### src/design/bfea_pkg.sv
// Package: sizes, codes and channel types of the best-fit extent allocator.
`timescale 1ns / 1ps
`default_nettype none
package bfea_pkg;

  localparam int PAGE_BYTES   = 4096;
  localparam int HEADER_BYTES = 16;
  localparam int MAX_EXTENTS  = 16;

  localparam int IDX_W = $clog2(MAX_EXTENTS);
  localparam int CNT_W = $clog2(MAX_EXTENTS + 1);
  localparam int OFS_W = $clog2(PAGE_BYTES);
  localparam int LEN_W = OFS_W + 1;
  localparam int SUM_W = LEN_W + 1;

  localparam logic [LEN_W-1:0] LEN_CAP  = LEN_W'(2 * PAGE_BYTES - 1);
  localparam logic [LEN_W-1:0] PAGE_LEN = LEN_W'(PAGE_BYTES);
  localparam logic [LEN_W-1:0] HDR_LEN  = LEN_W'(HEADER_BYTES);

  // Operation codes
  localparam logic [1:0] MODE_ALLOC = 2'd0;
  localparam logic [1:0] MODE_FREE  = 2'd1;
  localparam logic [1:0] MODE_MERGE = 2'd2;

  // Status codes
  localparam logic [1:0] STAT_OK    = 2'd0;
  localparam logic [1:0] STAT_ZERO  = 2'd1;
  localparam logic [1:0] STAT_NOFIT = 2'd2;
  localparam logic [1:0] STAT_FULL  = 2'd3;

  typedef struct packed {
    logic [1:0]       mode;
    logic [LEN_W-1:0] request_size;
    logic [OFS_W-1:0] release_offset;
  } in_item_t;

  typedef struct packed {
    logic [1:0]       status;
    logic [OFS_W-1:0] granted_offset;
  } out_item_t;

  // Controller to datapath
  typedef struct packed {
    logic             load;
    logic             step;
    logic             finish;
    logic [IDX_W-1:0] idx;
  } cmd_t;

  // Datapath to controller
  typedef struct packed {
    logic             skip;
    logic [IDX_W-1:0] last_idx;
  } sts_t;

endpackage
`default_nettype wire

### src/design/bfea_ctrl.sv
// Controller: sequences load, table scan and finish of one request.
`timescale 1ns / 1ps
`default_nettype none
module bfea_ctrl (
  input  wire logic          clk,
  input  wire logic          rst_n,
  input  wire logic          start,
  output logic               busy,
  output bfea_pkg::cmd_t     cmd,
  input  bfea_pkg::sts_t     sts
);
  import bfea_pkg::*;

  localparam logic [1:0] S_IDLE   = 2'd0;
  localparam logic [1:0] S_SCAN   = 2'd1;
  localparam logic [1:0] S_FINISH = 2'd2;

  logic [1:0]       state_r, state_nxt;
  logic [IDX_W-1:0] idx_r, idx_nxt;

  // next state
  always_comb begin
    state_nxt = state_r;
    idx_nxt   = idx_r;
    unique case (state_r)
      S_IDLE: begin
        if (start) begin
          state_nxt = S_SCAN;
          idx_nxt   = '0;
        end
      end
      S_SCAN: begin
        if (sts.skip || idx_r == sts.last_idx) begin
          state_nxt = S_FINISH;
        end else begin
          idx_nxt = idx_r + 1'b1;
        end
      end
      S_FINISH: state_nxt = S_IDLE;
      default:  state_nxt = S_IDLE;
    endcase
  end

  always_ff @(posedge clk) begin
    if (!rst_n) begin
      state_r <= S_IDLE;
      idx_r   <= '0;
    end else begin
      state_r <= state_nxt;
      idx_r   <= idx_nxt;
    end
  end

  assign busy       = (state_r != S_IDLE);
  assign cmd.load   = (state_r == S_IDLE) && start;
  assign cmd.step   = (state_r == S_SCAN) && !sts.skip;
  assign cmd.finish = (state_r == S_FINISH);
  assign cmd.idx    = idx_r;

endmodule
`default_nettype wire

### src/design/bfea_dp.sv
// Datapath: extent table, best-fit search, insert pass and merge compaction.
`timescale 1ns / 1ps
`default_nettype none
module bfea_dp (
  input  wire logic           clk,
  input  wire logic           rst_n,
  input  bfea_pkg::in_item_t  in_item,
  input  bfea_pkg::cmd_t      cmd,
  output bfea_pkg::sts_t      sts,
  output logic                out_strobe,
  output bfea_pkg::out_item_t out_item
);
  import bfea_pkg::*;

  logic [OFS_W-1:0] start_r [MAX_EXTENTS];
  logic [LEN_W-1:0] len_r   [MAX_EXTENTS];
  logic [CNT_W-1:0] cnt_r, cnt_nxt;
  in_item_t         item_r;

  // scan state: found/inserted flag, held extent, best candidate, write index
  logic             flag_r, flag_nxt;
  logic [OFS_W-1:0] hold_start_r, hold_start_nxt;
  logic [LEN_W-1:0] hold_len_r, hold_len_nxt;
  logic [IDX_W-1:0] best_idx_r, best_idx_nxt;
  logic [LEN_W-1:0] best_rem_r, best_rem_nxt;
  logic [IDX_W-1:0] widx_r, widx_nxt;
  logic             strobe_r, strobe_nxt;
  out_item_t        out_r, out_nxt;

  logic             wr_en;
  logic [IDX_W-1:0] wr_idx;
  logic [OFS_W-1:0] wr_start;
  logic [LEN_W-1:0] wr_len;

  logic [OFS_W-1:0] rd_start;
  logic [LEN_W-1:0] rd_len;
  logic [LEN_W-1:0] req;
  logic [SUM_W-1:0] need;
  logic [LEN_W-1:0] rem;
  logic [SUM_W-1:0] merge_sum;
  logic [SUM_W-1:0] hold_end;
  logic [LEN_W-1:0] merge_len;
  logic             full;

  assign rd_start  = start_r[cmd.idx];
  assign rd_len    = len_r[cmd.idx];
  assign req       = (item_r.request_size < HDR_LEN) ? HDR_LEN : item_r.request_size;
  assign need      = {1'b0, req} + {1'b0, HDR_LEN};
  assign rem       = LEN_W'({1'b0, rd_len} - need);
  assign merge_sum = {1'b0, hold_len_r} + {1'b0, rd_len};
  assign merge_len = (merge_sum > {1'b0, LEN_CAP}) ? LEN_CAP : merge_sum[LEN_W-1:0];
  assign hold_end  = {2'b0, hold_start_r} + {1'b0, hold_len_r};
  assign full      = (cnt_r >= CNT_W'(MAX_EXTENTS));

  // status to controller
  always_comb begin
    sts.skip     = 1'b0;
    sts.last_idx = IDX_W'(cnt_r - 1'b1);
    case (item_r.mode)
      MODE_ALLOC: sts.skip = (item_r.request_size == '0);
      MODE_FREE: begin
        sts.skip     = full;
        sts.last_idx = cnt_r[IDX_W-1:0];
      end
      MODE_MERGE: sts.skip = 1'b0;
      default:    sts.skip = 1'b1;
    endcase
  end

  // per-step and finish logic
  always_comb begin
    cnt_nxt        = cnt_r;
    flag_nxt       = flag_r;
    hold_start_nxt = hold_start_r;
    hold_len_nxt   = hold_len_r;
    best_idx_nxt   = best_idx_r;
    best_rem_nxt   = best_rem_r;
    widx_nxt       = widx_r;
    strobe_nxt     = 1'b0;
    out_nxt        = out_r;
    wr_en          = 1'b0;
    wr_idx         = cmd.idx;
    wr_start       = hold_start_r;
    wr_len         = hold_len_r;

    if (cmd.load) begin
      flag_nxt = 1'b0;
      widx_nxt = '0;
    end

    if (cmd.step) begin
      case (item_r.mode)
        MODE_ALLOC: begin
          // best fit, first entry wins on ties
          if ({1'b0, rd_len} >= need && (!flag_r || rem < best_rem_r)) begin
            flag_nxt       = 1'b1;
            best_idx_nxt   = cmd.idx;
            best_rem_nxt   = rem;
            hold_start_nxt = rd_start;
            hold_len_nxt   = rd_len;
          end
        end
        MODE_FREE: begin
          // single pass: insert, then ripple the displaced entries up
          if (!flag_r && ({1'b0, cmd.idx} == cnt_r || item_r.release_offset < rd_start)) begin
            wr_en          = 1'b1;
            wr_start       = item_r.release_offset;
            wr_len         = req;
            flag_nxt       = 1'b1;
            hold_start_nxt = rd_start;
            hold_len_nxt   = rd_len;
          end else if (flag_r) begin
            wr_en          = 1'b1;
            hold_start_nxt = rd_start;
            hold_len_nxt   = rd_len;
          end
        end
        MODE_MERGE: begin
          // compaction: accumulate touching extents, write out on a gap
          if (cmd.idx == '0) begin
            hold_start_nxt = rd_start;
            hold_len_nxt   = rd_len;
          end else if (hold_end == {2'b0, rd_start}) begin
            hold_len_nxt = merge_len;
          end else begin
            wr_en          = 1'b1;
            wr_idx         = widx_r;
            widx_nxt       = widx_r + 1'b1;
            hold_start_nxt = rd_start;
            hold_len_nxt   = rd_len;
          end
        end
        default: ;
      endcase
    end

    if (cmd.finish) begin
      strobe_nxt = 1'b1;
      out_nxt    = '{status: STAT_OK, granted_offset: '0};
      case (item_r.mode)
        MODE_ALLOC: begin
          if (item_r.request_size == '0) begin
            out_nxt.status = STAT_ZERO;
          end else if (!flag_r) begin
            out_nxt.status = STAT_NOFIT;
          end else begin
            wr_en                  = 1'b1;
            wr_idx                 = best_idx_r;
            wr_len                 = hold_len_r - req;
            out_nxt.granted_offset = OFS_W'(hold_end - {1'b0, req});
          end
        end
        MODE_FREE: begin
          if (full) begin
            out_nxt.status = STAT_FULL;
          end else begin
            cnt_nxt = cnt_r + 1'b1;
          end
        end
        MODE_MERGE: begin
          wr_en   = 1'b1;
          wr_idx  = widx_r;
          cnt_nxt = CNT_W'(widx_r) + 1'b1;
        end
        default: ;
      endcase
    end
  end

  // extent table
  always_ff @(posedge clk) begin
    if (!rst_n) begin
      start_r[0] <= '0;
      len_r[0]   <= PAGE_LEN;
    end else if (wr_en) begin
      start_r[wr_idx] <= wr_start;
      len_r[wr_idx]   <= wr_len;
    end
  end

  // control registers
  always_ff @(posedge clk) begin
    if (!rst_n) begin
      cnt_r    <= CNT_W'(1);
      strobe_r <= 1'b0;
      flag_r   <= 1'b0;
      widx_r   <= '0;
    end else begin
      cnt_r    <= cnt_nxt;
      strobe_r <= strobe_nxt;
      flag_r   <= flag_nxt;
      widx_r   <= widx_nxt;
    end
  end

  // payload registers
  always_ff @(posedge clk) begin
    if (cmd.load) begin
      item_r <= in_item;
    end
    hold_start_r <= hold_start_nxt;
    hold_len_r   <= hold_len_nxt;
    best_idx_r   <= best_idx_nxt;
    best_rem_r   <= best_rem_nxt;
    out_r        <= out_nxt;
  end

  assign out_strobe = strobe_r;
  assign out_item   = out_r;

endmodule
`default_nettype wire

### src/design/best_fit_extent_allocator_top.sv
// Top level of the best-fit extent allocator.
//
//  channel  ports                    transfer when
//  in       start, busy, in_item     start high and busy low at a rising edge
//  out      out_strobe, out_item     out_strobe high, one cycle per result
//
// A request scans the table one entry at a time, as the table has a single
// read port, and free also visits the slot after the last extent; zero
// allocate, full-table free and mode 3 skip the scan and go to finish.
// The result appears the cycle busy drops; a new request may start then.
// Reset (synchronous, rst_n low) leaves one extent covering the whole page.
// The receiver cannot stall the result strobe.
`timescale 1ns / 1ps
`default_nettype none
module best_fit_extent_allocator_top (
  input  wire logic           clk,
  input  wire logic           rst_n,
  input  wire logic           start,
  output logic                busy,
  input  bfea_pkg::in_item_t  in_item,
  output logic                out_strobe,
  output bfea_pkg::out_item_t out_item
);
  import bfea_pkg::*;

  cmd_t cmd;
  sts_t sts;

  bfea_ctrl u_ctrl (
    .clk   (clk),
    .rst_n (rst_n),
    .start (start),
    .busy  (busy),
    .cmd   (cmd),
    .sts   (sts)
  );

  bfea_dp u_dp (
    .clk        (clk),
    .rst_n      (rst_n),
    .in_item    (in_item),
    .cmd        (cmd),
    .sts        (sts),
    .out_strobe (out_strobe),
    .out_item   (out_item)
  );

endmodule
`default_nettype wire

### config.mk
export PLATFORM = sky130hd
export DESIGN_NAME = best_fit_extent_allocator_top
export DESIGN_NICKNAME = d
export VERILOG_FILES = /design/src/design/bfea_pkg.sv /design/src/design/bfea_ctrl.sv /design/src/design/bfea_dp.sv /design/src/design/best_fit_extent_allocator_top.sv
export SDC_FILE = /design/constraint.sdc
export NUM_CORES = 1
export LEC_CHECK = 0
export ABC_AREA = 1
export CORE_ASPECT_RATIO = 1.5
export CORE_MARGIN = 10
export CORE_UTILIZATION = 40
export DETAILED_ROUTE_END_ITERATION = 7
export DONT_BUFFER_PORTS = 1
export PLACE_DENSITY_LB_ADDON = 0.15
export SYNTH_ARGS = -nofsm -noshare
export SYNTH_HDL_FRONTEND = slang
export SYNTH_SLANG_ARGS = --single-unit
export TNS_END_PERCENT = 5
### constraint.sdc
create_clock -name clk -period 8.8 [get_ports clk]
set_input_delay 1.32 -clock clk [delete_from_list [all_inputs] [get_ports clk]]
set_output_delay 1.32 -clock clk [all_outputs]
set_load 0.01 [all_outputs]
==> summary.txt <==
Pre-Repair DR Iteration Count: 6
Die ar.: 72100 um2
Minimum clock period: 6.81 ns
CP max-delay cell: nor3_2
Crit Path Class: reg2reg
Via count: 17507
Largest net degree at the start of global routing: 215
H-Tree Level Count: 2
HP Class: reg2reg
Synth unique cells: 52
Max-slew violation count: 0
Dpl ws: 2.00 ns
Postcts setup bufs: 0
DRC violations left: 0
Register area share after synthesis: 60.6%
Data arrival, critical path: 7.02 ns
FMAX: 147 MHz
Layout cell share with drive strength beyond 1: 7.19%
Worst-margin pin slew: 1.34 ns
Syn nets: 2518
Tot GR Track Use: 19.4%
Ys async rst share: 0%
Cell family with most CP delay: simple AND/OR/NAND/NOR gates
Top FF cell, synth: edfxtp_1
Largest stage delay, worst path: 0.76 ns
Clk root buf: clkbuf_16
First-pass GRT wire length: 106 mm
Port bufs: 0
Max_slew headroom: 10.9%
Routed length per instance: 22.3 um
Most common cell after layout, fill and taps aside: nand2_1
Post-synth EDFFs: 483
Non-filler cells, final: 3211
Clock-pin transition on the worst setup and hold timing paths: 0.06 ns
WP buf/inv: 3
Die X: 223 um
Seq cells post-synth: 504
Initial Utilization: 40.3%
PwrDens: 207 nW/um2
Power Total: 5.61 mW
Leak: 10.3 nW
Gr ovfl total: 0
Core area: 61100 um2
Worst Setup End Kind: flip-flop
Max clock buf depth: 3
Clock sinks: 504
Core Util, Final: 44.4%
Placed cells: 3124
Row count: 111
Setup tns final: 0 ns
Register-to-Register Setup Slack: 1.99 ns
Die height: 324 um
Commonest cells after routing, fill and taps aside: nand2_1, edfxtp_1, inv_1, nor2_1, nand3_1
DP Area: 25500 um2
DP HPWL: 46.7 mm
Yosys warning total: 0
# resized after CTS: 0
Final Cycle Share: 77.3%
WHS: 0.503 ns
Max-cap violations: 0
RSZ-0062 raised after global routing: false
CTS tree: built
IO Count: 46
Via density per instance: 5.45
Antenna cells: 0
Max Fanout on Critical Path: 44
Final setup violating endpoints: 0
TritonCTS Buffers: 49
Synth Area per Inst: 10.3 um2
Hold Vio Cnt, Final: 0
Setup crit start kind: flip-flop
Hold_buf cts: 0
Final Skew: 0.0391 ns
Synth-to-Final Area Change: 10.1%
GPL Wtd Cong: 0.931
Req. time, crit path: 9.02 ns
DRT antenna net count: 0
Mapped Area: 24600 um2
Initial antenna violation count: 2
Cells after Synth: 2390
Clk Latency, worst-skew pair: 0.62 ns
Final setup margin: 1.99 ns
Final Net Count: 2513
Vias in the first global route: 17056
Post-route cell area: 27100 um2
Most frequent CP cell: o21ai_0
Status: complete, no violations
DRT iter0 DRCs: 1510
Final wirelength: 71.7 mm
Worst-case vdd ir drop: 0.000148 V
layout make-up:
type	count	area, um2
tap	791	990
fill	5745	34000
clock buffer	62	1310
sequential	504	14900
multi-input combinational	1535	8360
timing repair buffer	39	305
clock inverter	24	263
inverter	256	967
per-layer routing:
metal / routed length [um] / vias up / track usage, %
met2: 36500 / 533 / 34.2
li1: - / 8270 / -
met5: 13 / - / 0
met1: 28300 / 8552 / 22.5
met4: 3490 / 2 / 9.84
met3: 3430 / 150 / 2.82
Yosys cell counts (8+ instances only):
cell type	instances	area (um2)
nand2_1	495	1860
edfxtp_1	483	14500
inv_1	246	923
nor2_1	229	860
nand3_1	173	866
o21ai_0	165	826
a21oi_1	113	566
ha_1	93	1160
clkbuf_1	50	188
o221ai_1	40	350
xor2_1	37	324
o211ai_1	29	218
buf_2	23	115
dfxtp_1	21	420
nor3_1	18	90.1
nand4_1	17	106
nand2_2	15	93.8
o22ai_1	14	87.6
xnor2_1	14	123
o21ai_1	12	60.1
buf_6	11	124
a31oi_1	9	56.3
a2bb2oi_1	8	70.1
inv_2	8	30.0
cell families after synthesis:
group / synth area share, %
adders and majority gates: 5.13
and+or+nand+nor: 16.8
DFF: 60.6
buffers and inverters: 5.99
AOI/OAI and AO/OA: 9.72
xor gates and xnor gates: 1.81
worst paths after layout:
path,to,startpoint,depth (start not counted)
hold / removal,u_dp.cnt_r[4]$_SDFFE_PN0P_,u_dp.cnt_r[4]$_SDFFE_PN0P_,2
setup / recovery,u_dp.hold_start_r[0]$_DFFE_PP_,flip-flop,30
hold reg to reg,u_dp.cnt_r[4]$_SDFFE_PN0P_,u_dp.cnt_r[4]$_SDFFE_PN0P_,2
setup reg to reg,u_dp.hold_start_r[0]$_DFFE_PP_,flip-flop,30
report_power, final:
| group | internal, mW | switching [mW] |
|---|---|---|
| sequential | 2.65 | 0.0344 |
| clock | 1.20 | 0.917 |
| combinational | 0.257 | 0.551 |
| total | 4.11 | 1.50 |
worst reg2reg max path, delay by kind of cell, from the launching register on:
family                     cells  cell delay [ns]
AOI/OAI and AO/OA             12             1.84
adders and majority gates      2             0.62
buffers and inverters          3             1.48
xor gates and xnor gates       1             0.22
DFF                            1             0.31
and+or+nand+nor               12             1.95
registers in the layout, indices dropped and copies added (netlist names), named ones only:
signal / cells
u_ctrl.state_r: 2
u_dp.item_r: 27
u_dp.best_idx_r: 4
u_dp.len_r: 208
u_dp.hold_start_r: 12
u_dp.start_r: 192
u_dp.flag_r: 1
u_ctrl.idx_r: 4
u_dp.out_strobe: 1
u_dp.out_item: 14
u_dp.widx_r: 4
u_dp.hold_len_r: 13
u_dp.cnt_r: 5
u_dp.best_rem_r: 13
(Power assumes the default switching activity.)
